### src/rtl/kcp_pkg.sv
// Shared types, constants and lookup functions for the keyed cube Polybius codec.
package kcp_pkg;

  localparam int unsigned CFG_IDX_W  = 3;
  localparam int unsigned CFG_DATA_W = 3;

  // Register indexes on the configuration port
  localparam logic [CFG_IDX_W-1:0] REG_CELL_ROT    = 3'd0;
  localparam logic [CFG_IDX_W-1:0] REG_DIRECTION   = 3'd1;
  localparam logic [CFG_IDX_W-1:0] REG_CENTRE_SWAP = 3'd2;
  localparam logic [CFG_IDX_W-1:0] REG_SLOT0_ROT   = 3'd3;
  localparam logic [CFG_IDX_W-1:0] REG_SLOT1_ROT   = 3'd4;
  localparam logic [CFG_IDX_W-1:0] REG_SLOT2_ROT   = 3'd5;

  localparam logic [7:0] CHAR_A     = 8'h61;
  localparam logic [7:0] CHAR_Z     = 8'h7a;
  localparam logic [7:0] CHAR_SPACE = 8'h20;
  localparam logic [4:0] SPACE_IDX  = 5'd26;
  localparam logic [3:0] CENTRE_CELL = 4'd4;

  // Ring order around the centre, as x and y, and as cell number y*3+x
  localparam logic [1:0] RING_X [8] = '{2'd0, 2'd1, 2'd2, 2'd2, 2'd2, 2'd1, 2'd0, 2'd0};
  localparam logic [1:0] RING_Y [8] = '{2'd0, 2'd0, 2'd0, 2'd1, 2'd2, 2'd2, 2'd2, 2'd1};
  localparam logic [3:0] CELL_OF_RING [8] =
    '{4'd0, 4'd1, 4'd2, 4'd5, 4'd8, 4'd7, 4'd6, 4'd3};

  typedef struct packed {
    logic [2:0] cell_rot;
    logic       backward;
    logic [2:0] centre_swap;
    logic [2:0] slot0_rot;
    logic [2:0] slot1_rot;
    logic [2:0] slot2_rot;
  } key_t;

  // Ring position of a non-centre cell
  function automatic logic [2:0] ring_of_cell(input logic [3:0] cell_no);
    logic [2:0] r;
    unique case (cell_no)
      4'd0:    r = 3'd0;
      4'd1:    r = 3'd1;
      4'd2:    r = 3'd2;
      4'd5:    r = 3'd3;
      4'd8:    r = 3'd4;
      4'd7:    r = 3'd5;
      4'd6:    r = 3'd6;
      4'd3:    r = 3'd7;
      default: r = 3'd0;
    endcase
    return r;
  endfunction

  // Character held at a base grid place, index cell*3+slot
  function automatic logic [7:0] char_at(input logic [3:0] cell_no, input logic [1:0] slot);
    logic [4:0] idx;
    idx = 5'(cell_no * 3) + 5'(slot);
    return (idx == SPACE_IDX) ? CHAR_SPACE : (CHAR_A + 8'(idx));
  endfunction

endpackage

### src/rtl/kcp_key_regs.sv
// Key register file of the keyed cube Polybius codec.
module kcp_key_regs (
  input  logic                          clk_i,
  input  logic                          rst_ni,
  input  logic                          cfg_valid_i,
  input  logic [kcp_pkg::CFG_IDX_W-1:0]  cfg_index_i,
  input  logic [kcp_pkg::CFG_DATA_W-1:0] cfg_data_i,
  output kcp_pkg::key_t                 key_o
);
  import kcp_pkg::*;

  key_t key_q, key_d;

  always_comb begin
    key_d = key_q;
    if (cfg_valid_i) begin
      unique case (cfg_index_i)
        REG_CELL_ROT:    key_d.cell_rot    = cfg_data_i;
        REG_DIRECTION:   key_d.backward    = cfg_data_i[0];
        REG_CENTRE_SWAP: key_d.centre_swap = cfg_data_i;
        REG_SLOT0_ROT:   key_d.slot0_rot   = cfg_data_i;
        REG_SLOT1_ROT:   key_d.slot1_rot   = cfg_data_i;
        REG_SLOT2_ROT:   key_d.slot2_rot   = cfg_data_i;
        default:         key_d = key_q;  // drop writes beyond the list
      endcase
    end
  end

  always_ff @(posedge clk_i or negedge rst_ni) begin
    if (!rst_ni) begin
      key_q <= '0;
    end else begin
      key_q <= key_d;
    end
  end

  assign key_o = key_q;

endmodule

### src/rtl/keyed_cube_polybius_codec_core.sv
// Top level of the keyed cube Polybius codec: three-stage lookup pipeline.
// An accepted request passes through the stage 1, stage 2 and output registers to the master side.
// Throughput: one request per cycle; the three stages advance independently,
// so a stall at the output only holds the stages that are full behind it.
// Reset: key registers clear to zero (no rotation, forward, swap with ring 0)
// and all stage valid bits clear; payload registers are not reset.
module keyed_cube_polybius_codec_core (
  input  logic                          clk_i,
  input  logic                          rst_ni,
  // Configuration write channel
  input  logic                          cfg_valid_i,
  output logic                          cfg_ready_o,
  input  logic [kcp_pkg::CFG_IDX_W-1:0]  cfg_index_i,
  input  logic [kcp_pkg::CFG_DATA_W-1:0] cfg_data_i,
  // Request stream
  input  logic                          s_axis_tvalid,
  output logic                          s_axis_tready,
  input  logic [15:0]                   s_axis_tdata,  // in_symbol[7:0], in_x, in_y, in_slot, pad
  input  logic                          s_axis_tuser,  // mode: 0 encode, 1 decode
  // Result stream
  output logic                          m_axis_tvalid,
  input  logic                          m_axis_tready,
  output logic [15:0]                   m_axis_tdata,  // out_symbol[7:0], out_x, out_y, out_slot, pad
  output logic                          m_axis_tuser   // not_found
);
  import kcp_pkg::*;

  // Stage 1: request decoded to a base grid place (cell y*3+x and slot)
  typedef struct packed {
    logic       dec;
    logic       hit;
    logic [3:0] cell_no;
    logic [1:0] slot;
  } s1_t;

  // Stage 2: place after the key is applied; for encode the new place,
  // for decode the base place whose character now sits here
  typedef struct packed {
    logic       dec;
    logic       hit;
    logic       centre;
    logic [2:0] ring;
    logic [1:0] slot;
  } s2_t;

  typedef struct packed {
    logic       dec;
    logic       nf;
    logic [7:0] symbol;
    logic [1:0] x;
    logic [1:0] y;
    logic [1:0] slot;
  } out_t;

  key_t key;

  kcp_key_regs u_key_regs (
    .clk_i       (clk_i),
    .rst_ni      (rst_ni),
    .cfg_valid_i (cfg_valid_i),
    .cfg_index_i (cfg_index_i),
    .cfg_data_i  (cfg_data_i),
    .key_o       (key)
  );

  // Key writes are always taken
  assign cfg_ready_o = 1'b1;

  // Stage enables: a stage loads when it is empty or its content moves on
  logic en1, en2, en3;
  logic s1_v_q, s2_v_q, out_v_q;
  s1_t  s1_q, s1_d;
  s2_t  s2_q, s2_d;
  out_t out_q, out_d;

  assign en3 = !out_v_q || m_axis_tready;
  assign en2 = !s2_v_q || en3;
  assign en1 = !s1_v_q || en2;
  assign s_axis_tready = en1;

  // ---------------------------------------------------------------- stage 1
  logic [7:0] in_sym;
  logic [1:0] in_x, in_y, in_slot;
  logic [4:0] sym_idx;
  logic [3:0] sym_cell;

  assign in_sym  = s_axis_tdata[7:0];
  assign in_x    = s_axis_tdata[9:8];
  assign in_y    = s_axis_tdata[11:10];
  assign in_slot = s_axis_tdata[13:12];

  always_comb begin
    // Alphabet index of the byte; idx/3 as (idx*11)>>5, exact for idx up to 26
    sym_idx  = (in_sym == CHAR_SPACE) ? SPACE_IDX : 5'(in_sym - CHAR_A);
    sym_cell = 4'((10'(sym_idx) * 10'd11) >> 5);
    s1_d.dec = s_axis_tuser;
    if (s_axis_tuser) begin
      s1_d.hit     = (in_x != 2'd3) && (in_y != 2'd3) && (in_slot != 2'd3);
      s1_d.cell_no = 4'(in_y * 3) + 4'(in_x);
      s1_d.slot    = in_slot;
    end else begin
      s1_d.hit     = (in_sym == CHAR_SPACE) || ((in_sym >= CHAR_A) && (in_sym <= CHAR_Z));
      s1_d.cell_no = sym_cell;
      s1_d.slot    = 2'(sym_idx - 5'(sym_cell * 3));
    end
  end

  // ---------------------------------------------------------------- stage 2
  logic [2:0] slot_rot, total, ring_j, ring_k, enc_pos, dec_src;
  logic       is_centre;

  always_comb begin
    case (s1_q.slot)
      2'd0:    slot_rot = key.slot0_rot;
      2'd1:    slot_rot = key.slot1_rot;
      default: slot_rot = key.slot2_rot;
    endcase
    total     = key.cell_rot + slot_rot;
    is_centre = (s1_q.cell_no == CENTRE_CELL);
    ring_j    = ring_of_cell(s1_q.cell_no);
    // Encode: where the base cell moves to under the ring shift
    enc_pos   = key.backward ? (ring_j - total) : (ring_j + total);
    // Decode: the centre reads the swapped ring place; shift back to the source
    ring_k    = is_centre ? key.centre_swap : ring_j;
    dec_src   = key.backward ? (ring_k + total) : (ring_k - total);

    s2_d.dec  = s1_q.dec;
    s2_d.hit  = s1_q.hit;
    s2_d.slot = s1_q.slot;
    if (s1_q.dec) begin
      s2_d.centre = !is_centre && (ring_j == key.centre_swap);
      s2_d.ring   = dec_src;
    end else if (is_centre) begin
      s2_d.centre = 1'b0;
      s2_d.ring   = key.centre_swap;
    end else begin
      s2_d.centre = (enc_pos == key.centre_swap);
      s2_d.ring   = enc_pos;
    end
  end

  // ---------------------------------------------------------------- stage 3
  logic [3:0] src_cell;

  always_comb begin
    src_cell = s2_q.centre ? CENTRE_CELL : CELL_OF_RING[s2_q.ring];
    out_d    = '0;
    out_d.dec = s2_q.dec;
    out_d.nf  = !s2_q.hit;
    if (s2_q.hit) begin
      if (s2_q.dec) begin
        out_d.symbol = char_at(src_cell, s2_q.slot);
      end else begin
        out_d.x    = s2_q.centre ? 2'd1 : RING_X[s2_q.ring];
        out_d.y    = s2_q.centre ? 2'd1 : RING_Y[s2_q.ring];
        out_d.slot = s2_q.slot;
      end
    end
  end

  // ---------------------------------------------------------------- registers
  always_ff @(posedge clk_i or negedge rst_ni) begin
    if (!rst_ni) begin
      s1_v_q  <= 1'b0;
      s2_v_q  <= 1'b0;
      out_v_q <= 1'b0;
    end else begin
      if (en1) s1_v_q  <= s_axis_tvalid;
      if (en2) s2_v_q  <= s1_v_q;
      if (en3) out_v_q <= s2_v_q;
    end
  end

  always_ff @(posedge clk_i) begin
    if (en1) s1_q  <= s1_d;
    if (en2) s2_q  <= s2_d;
    if (en3) out_q <= out_d;
  end

  assign m_axis_tvalid = out_v_q;
  assign m_axis_tdata  = {2'b00, out_q.slot, out_q.y, out_q.x, out_q.symbol};
  assign m_axis_tuser  = out_q.nf;

  // ---------------------------------------------------------------- checks
  // An accepted request always lands in stage 1
  a_accept_loads: assert property (@(posedge clk_i) disable iff (!rst_ni)
    s_axis_tvalid && s_axis_tready |=> s1_v_q)
    else $error("accepted request not held in stage 1");

  // A full stage 1 held back by stage 2 keeps its content
  a_s1_holds: assert property (@(posedge clk_i) disable iff (!rst_ni)
    s1_v_q && !en2 |=> s1_v_q && $stable(s1_q))
    else $error("stage 1 lost or changed while stalled");

  // A decode hit always yields a printable grid character
  a_dec_char: assert property (@(posedge clk_i) disable iff (!rst_ni)
    out_v_q && out_q.dec && !out_q.nf |-> out_q.symbol != 8'd0)
    else $error("decode hit gave an empty character");

  // An encode hit always lies inside the 3x3x3 grid
  a_enc_range: assert property (@(posedge clk_i) disable iff (!rst_ni)
    out_v_q && !out_q.dec && !out_q.nf |->
      out_q.x != 2'd3 && out_q.y != 2'd3 && out_q.slot != 2'd3)
    else $error("encode hit outside the grid");

endmodule
### config.mk
export PLATFORM = sky130hd
export DESIGN_NAME = keyed_cube_polybius_codec_core
export DESIGN_NICKNAME = d
export VERILOG_FILES = /design/src/rtl/kcp_pkg.sv /design/src/rtl/kcp_key_regs.sv /design/src/rtl/keyed_cube_polybius_codec_core.sv
export SDC_FILE = /design/constraint.sdc
export NUM_CORES = 1
export LEC_CHECK = 0
export ABC_AREA = 1
export BUFFER_PORTS_ARGS = -buffer_cell sky130_fd_sc_hd__buf_2
export CAP_MARGIN = 30
export CORE_ASPECT_RATIO = 0.7
export CORE_MARGIN = 2
export CORE_UTILIZATION = 50
export CTS_BUF_LIST = sky130_fd_sc_hd__clkbuf_16
export DETAILED_ROUTE_END_ITERATION = 6
export GPL_TIMING_DRIVEN = 0
export PLACE_DENSITY = 0.68
export SETUP_SLACK_MARGIN = 0.5
export SKIP_CTS_REPAIR_TIMING = 1
export SLEW_MARGIN = 0
export SYNTH_ARGS = -nofsm -noshare
export SYNTH_HDL_FRONTEND = slang
export SYNTH_SLANG_ARGS = --single-unit
### constraint.sdc
create_clock -name clk_i -period 3.9 [get_ports clk_i]
set_clock_uncertainty 0.05 [all_clocks]
set_input_delay 0.975 -clock clk_i [delete_from_list [all_inputs] [get_ports clk_i]]
set_output_delay 0.975 -clock clk_i [all_outputs]
set_load 0.01 [all_outputs]
### After elaboration in Yosys (flattened, before gate mapping)

Memory sizes are Yosys's and may differ from the RTL's. A register that Yosys moved wholly into a read port is not among the register bits.
Index checks and enable logic that the tools add are counted.

| storage, ports and cells | value |
|---|---|
| output and inout bits | 20 |
| bits in read-only memories | 112 |
| memories | 4 |
| bits in registers | 50 |

Memories:

| name | depth | bits a word | read ports | clocked after Yosys merged registers in | wr ports | RTL line | RTL |
|---|---|---|---|---|---|---|---|
| (name not given) | 16 | 3 | 1 | 1 | 0 | kcp_pkg.sv:39 | `unique case (cell_no)` |
| (name not given) | 8 | 4 | 1 | 0 | 0 | keyed_cube_polybius_codec_core.sv:146 | `src_cell = s2_q.centre ? CENTRE_CELL : CELL_OF_RING[s2_q.ring];` |
| (name not given) | 8 | 2 | 1 | 0 | 0 | keyed_cube_polybius_codec_core.sv:155 | `out_d.y = s2_q.centre ? 2'd1 : RING_Y[s2_q.ring];` |
| (name not given) | 8 | 2 | 1 | 0 | 0 | keyed_cube_polybius_codec_core.sv:154 | `out_d.x = s2_q.centre ? 2'd1 : RING_X[s2_q.ring];` |

| cells by class | value |
|---|---|
| muxes and demuxes | 19 |
| reductions and logical operators | 25 |
| eq/ne operators | 14 |
| $add $sub $neg | 10 |
| bitwise operators | 3 |
| magnitude comparators | 3 |
| multiply operators | 4 |

Operators by type and width:

| operator | number |
|---|---|
| 4-bit two-way mux | 6 |
| 2-bit AND reduction | 7 |
| 3-bit adder | 3 |
| 5-bit by 4-bit multiplier with 9-bit output, second input constant | 1 |
| 3-bit two-way mux | 3 |
| 7-bit by 5-bit adder with 8-bit output, first input constant | 1 |
| 8-bit by 6-bit == test with 1-bit output, second input constant | 1 |
| 8-bit by 7-bit greater-or-equal comparator with 1-bit output, second input constant | 1 |
| 8-bit by 7-bit less-or-equal comparator with 1-bit output, second input constant | 1 |
| 2-bit two-way mux | 4 |
| 7-bit two-way mux | 1 |
| 3-bit by 2-bit == test with 1-bit output, second input constant | 2 |
| 3-bit == test | 2 |
| 3-bit == test, second input constant | 2 |
| 6-bit two-way mux | 1 |
| 2-bit != test, second input constant | 3 |
| 3-bit case mux with 2 select lines | 1 |
| 3-bit OR reduction | 2 |
| 3-bit subtractor | 2 |
| 5-bit by 2-bit adder with 5-bit output | 1 |
| 5-bit == test, second input constant | 1 |
| 1-bit zero test | 5 |
| 4-bit by 2-bit multiplier with 5-bit output, second input constant | 1 |
| 5-bit two-way mux | 1 |
| other kinds (17) | 25 |

### Logic depth before layout (Yosys ltp)

| depth | value |
|---|---|
| depth after elaboration | 9 |
| depth in mapped cells | 27 |
| mapped depth without buffers | 27 |

### By module

A second synthesis with hierarchy kept.

| second synthesis, totals | value |
|---|---|
| cell total of the unflattened synthesis | 457 |
| area total of the unflattened synthesis | 3,777.4 sq um |

By module, submodules not included:

| module | area an instance (sq um) | sequential area each (sq um) | cells each | instances |
|---|---|---|---|---|
| keyed_cube_polybius_codec_core | 3,070.4 | 1,066.0 | 373 | 1 |
| kcp_key_regs | 706.9 | 400.4 | 84 | 1 |

### Least setup slack after synthesis

No wires, ideal clock.

| timing path | value |
|---|---|
| path type | input to register |
| start | in s_axis_tdata[0] |
| end | reg s1_q[1] in the netlist's numbering (data pin) |
| cell stages on the path | 21 |
| slack | -0.293 ns |
| arrival time | 3.889 ns |
| buffers on the path | 0 |
| data required time | 3.597 ns |
| path through | inv_1 ha_1 or2_2 a22oi_1 ha_1 ha_1 ha_1 inv_1 nor3_1 nand3_2 nand3_2 o211ai_2 nand2_2 inv_2 ha_1 xnor2_1 nand3_1 nand2_1 nand2_1 nand3_1 nand2_1 |

RTL lines:

| item | RTL line | RTL |
|---|---|---|
| start, declared | keyed_cube_polybius_codec_core.sv:18 | `input logic [15:0] s_axis_tdata,` |
| end signal, assigned | keyed_cube_polybius_codec_core.sv:175 | `if (en1) s1_q <= s1_d;` |
| end, declared | keyed_cube_polybius_codec_core.sv:72 | `s1_t s1_q, s1_d;` |

==> impl_metrics.csv <==
group,metric,value,unit
power_and_ir_drop,p_switching,0.001240,W
timing,rsz0062_at_grt,"true",
clock_network,cts_root_buf,"clkbuf_16",
route,detail_route.wl_per_cell,12.22,um
timing,worst_hold_slack,0.3820,ns
layout,instances_no_fill,598,
yosys,avgSynthCellArea,8.673,um^2
floorplanning,fp.dieH,76.01,um
placement,dp_hpwl,5.449,mm
timing,period_share,103.8,%
clock_network,cts_tree,"done",
outcome,outcome,"complete, but fails checks",
layout,final_nets,571,
clock_network,cts_sinks,53,
route,first_iter_violations,153,
floorplanning,num_rows,26,
layout,final_core_util,63.05,%
setup_path,crit_path_max_incr_delay,0.52,ns
placement,routabilityCongestion,0.8724,
yosys,ys_ff_latch,53,
timing,fmax,247.1,MHz
global_route,gr-max-usage-layer,"met2",
power_and_ir_drop,ir_drop,0.3048,mV
outcome,violations,"setup timing",
power_and_ir_drop,pwr-share-comb,56.2,%
power_and_ir_drop,seqPwrFrac,29.3,%
global_route,antenna_found_initial,0,
route,drc,0,
setup_path,cp_slowest_cell,"fa_1",
route,routed_via_density,4.803,
power_and_ir_drop,power_frac_clock,14.5,%
floorplanning,start_util,51.28,%
layout,drive_gt1_share,31.20,%
power_and_ir_drop,swShare,41.77,%
clock_network,insertion_delay,0.29,ns
setup_path,cp_max_fo,5,
setup_path,cp.required,3.89,ns
clock_network,numCtsBuffers,5,
yosys,synth-seq-area-share,39.59,%
timing,finalSetupViolCount,3,
clock_network,cts_buffer_depth,2,
setup_path,cp-start-kind,"primary input",
floorplanning,dieArea,0.008122,mm^2
power_and_ir_drop,p_per_area,652.1,mW/mm^2
global_route,use_met2,27.64,%
yosys,synth_edf_count,31,
hold_path,hold_path_class,"flop to flop",
global_route,grt_usage,17.86,%
setup_path,cp_common_cell,"inv_2",
power_and_ir_drop,p_int,0.001729,W
hold_path,hold_path_depth,0,
global_route,grt_pass1_vias,2643,
global_route,grt_first_pass_wirelength,11.75,mm
yosys,synth.distinct_cells,43,
global_route,use_met1,26.54,%
clock_network,clk_pin_slew,0.07,ns
yosys,synth_cells,427,
job,drv_cap,0,
setup_path,worstSetupPathType,"primary input to flop",
setup_path,crit_path_end_kind,"flop",
clock_network,cts.htree.levels,2,
route,drtAntennaViolNets,0,
floorplanning,boundaryPins,48,
timing,slew_viol_final,0,
yosys,async_flop_share,35.85,%
global_route,grt_use_met3,3.422,%
global_route,grt-ovfl-total,0,
power_and_ir_drop,power_leakage,2.301,nW
timing,postLayoutSetupSlackWorst,-0.1477,ns
setup_path,arrival,4.04,ns
floorplanning,die_width,106.9,um
yosys,synth-main-ff-cell,"edfxtp_1",
setup_path,reg2regPathDepth,19,
placement,portBuffers,42,
timing,post-route-min-period,4.048,ns
yosys,yosys_warnings,0,
placement,post-place-ws,-0.6322,ns
placement,dp_cells,568,
layout,diodes,0,
timing,tns,-0.2270,ns
global_route,grt_start_max_net_pins,20,
yosys,netlist_area,0.003704,mm^2
timing,finalHoldViolations,0,
layout,syn_to_final_growth,22.94,%
route,vias,2872,
route,routed_wl,7.308,mm
route,first_pass_iters,4,
floorplanning,core,0.007222,mm^2
## cell families after synthesis
group / share of synthesized area, %
adder cells (fa/ha/maj): 16.49
other: 0.2028
XOR/XNOR: 3.716
flip-flops: 39.59
buffers and inverters: 9.155
AO/OA/AOI/OAI: 9.088
AND/OR/NAND/NOR: 21.76
## worst paths after layout
check	start	endpoint	slack, ns
min	s1_q[6]$_DFFE_PN_	s2_q[6]$_DFFE_PP_	0.38
max	s_axis_tdata[0]	s1_q[1]$_DFFE_PN_	-0.15
max in group asynchronous	rst_ni	u_key_regs.key_o[0]$_DFFE_PN0P_	2.92
max reg2reg	s1_q[0]$_DFFE_PN_	s2_q[4]$_DFFE_PP_	0.65
min in group asynchronous	rst_ni	u_key_regs.key_o[6]$_DFFE_PN0P_	0.57
min reg2reg	s1_q[6]$_DFFE_PN_	s2_q[6]$_DFFE_PP_	0.38
## flip-flops by register name, indices dropped and copies added, names as in the netlist
name / count
s2_q: 7
s1_q: 8
s2_v_q: 1
u_key_regs.key_o: 16
m_axis_tuser: 1
m_axis_tdata: 14
out_d: 1
s1_v_q: 1
ring_j: 3
m_axis_tvalid: 1
## cell usage after synthesis (4+ instances only)
cell type | instances | area (um^2)
nand2_1 | 80 | 300.3
inv_1 | 77 | 289.0
ha_1 | 36 | 450.4
edfxtp_1 | 31 | 930.9
nor2_1 | 30 | 112.6
o21ai_0 | 25 | 125.1
dfrtp_1 | 19 | 475.5
nand3_1 | 17 | 85.08
a21oi_1 | 14 | 70.07
nand2_2 | 12 | 75.07
fa_1 | 8 | 160.2
or2_2 | 7 | 43.79
inv_2 | 6 | 22.52
xnor2_1 | 6 | 52.55
xor2_1 | 6 | 52.55
nand3_2 | 5 | 50.05
nor3_1 | 5 | 25.02
nor2_2 | 4 | 25.02
## stage by stage
stage               power (W)  cell area [um^2]
floorplan            0.002034              3771
global placement     0.002296              4104
detailed placement   0.002351              4104
CTS                  0.002794              4247
global route         0.003248              4553
finish               0.002969              4553
## power groups by stage
stage	registers [W]	logic (W)	clock network (W)
after detailed placement	0.000873	0.00148	0
after global placement	0.000870	0.00143	0
after floorplan	0.000870	0.00116	0
after CTS	0.000863	0.00149	0.000440
final	0.000869	0.00167	0.000431
after global routing	0.000887	0.00190	0.000462
## critical path, delay by kind of cell
family	cells	cell delay, ns
xor gates and xnor gates	1	0.18
adders and majority gates	5	1.40
buffers and inverters	7	0.46
and+or+nand+nor	11	0.93
AOI/OAI and AO/OA	1	0.08
## cells in the final DEF, fill, tap and decap left out, drive strengths merged, types with 8 or more instances in the layout
cell type	instances
a21oi	15
buf	67
dfrtp	19
edfxtp	31
fa	8
ha	36
inv	84
nand2	92
nand3	22
nor2	35
o21ai	27
xnor2	8
## per-layer routing
metal  wire length, um  vias up
li1                  -     1510
met1              3677     1316
met2              3292       42
met3               289        4
met4                48        0
met5                 0        -
## final cells by class
type                    count  area [um^2]
fillers                   615         2669
multi-input cells         288         2093
flip-flops and latches     53         1466
repair buffers             64        385.4
inverters                  83        315.3
clock buffers               5        125.1
well taps                  98        122.6
plain buffers               4        27.53
clock inverters             3        17.52
Power figures use the tool's default switching activity.
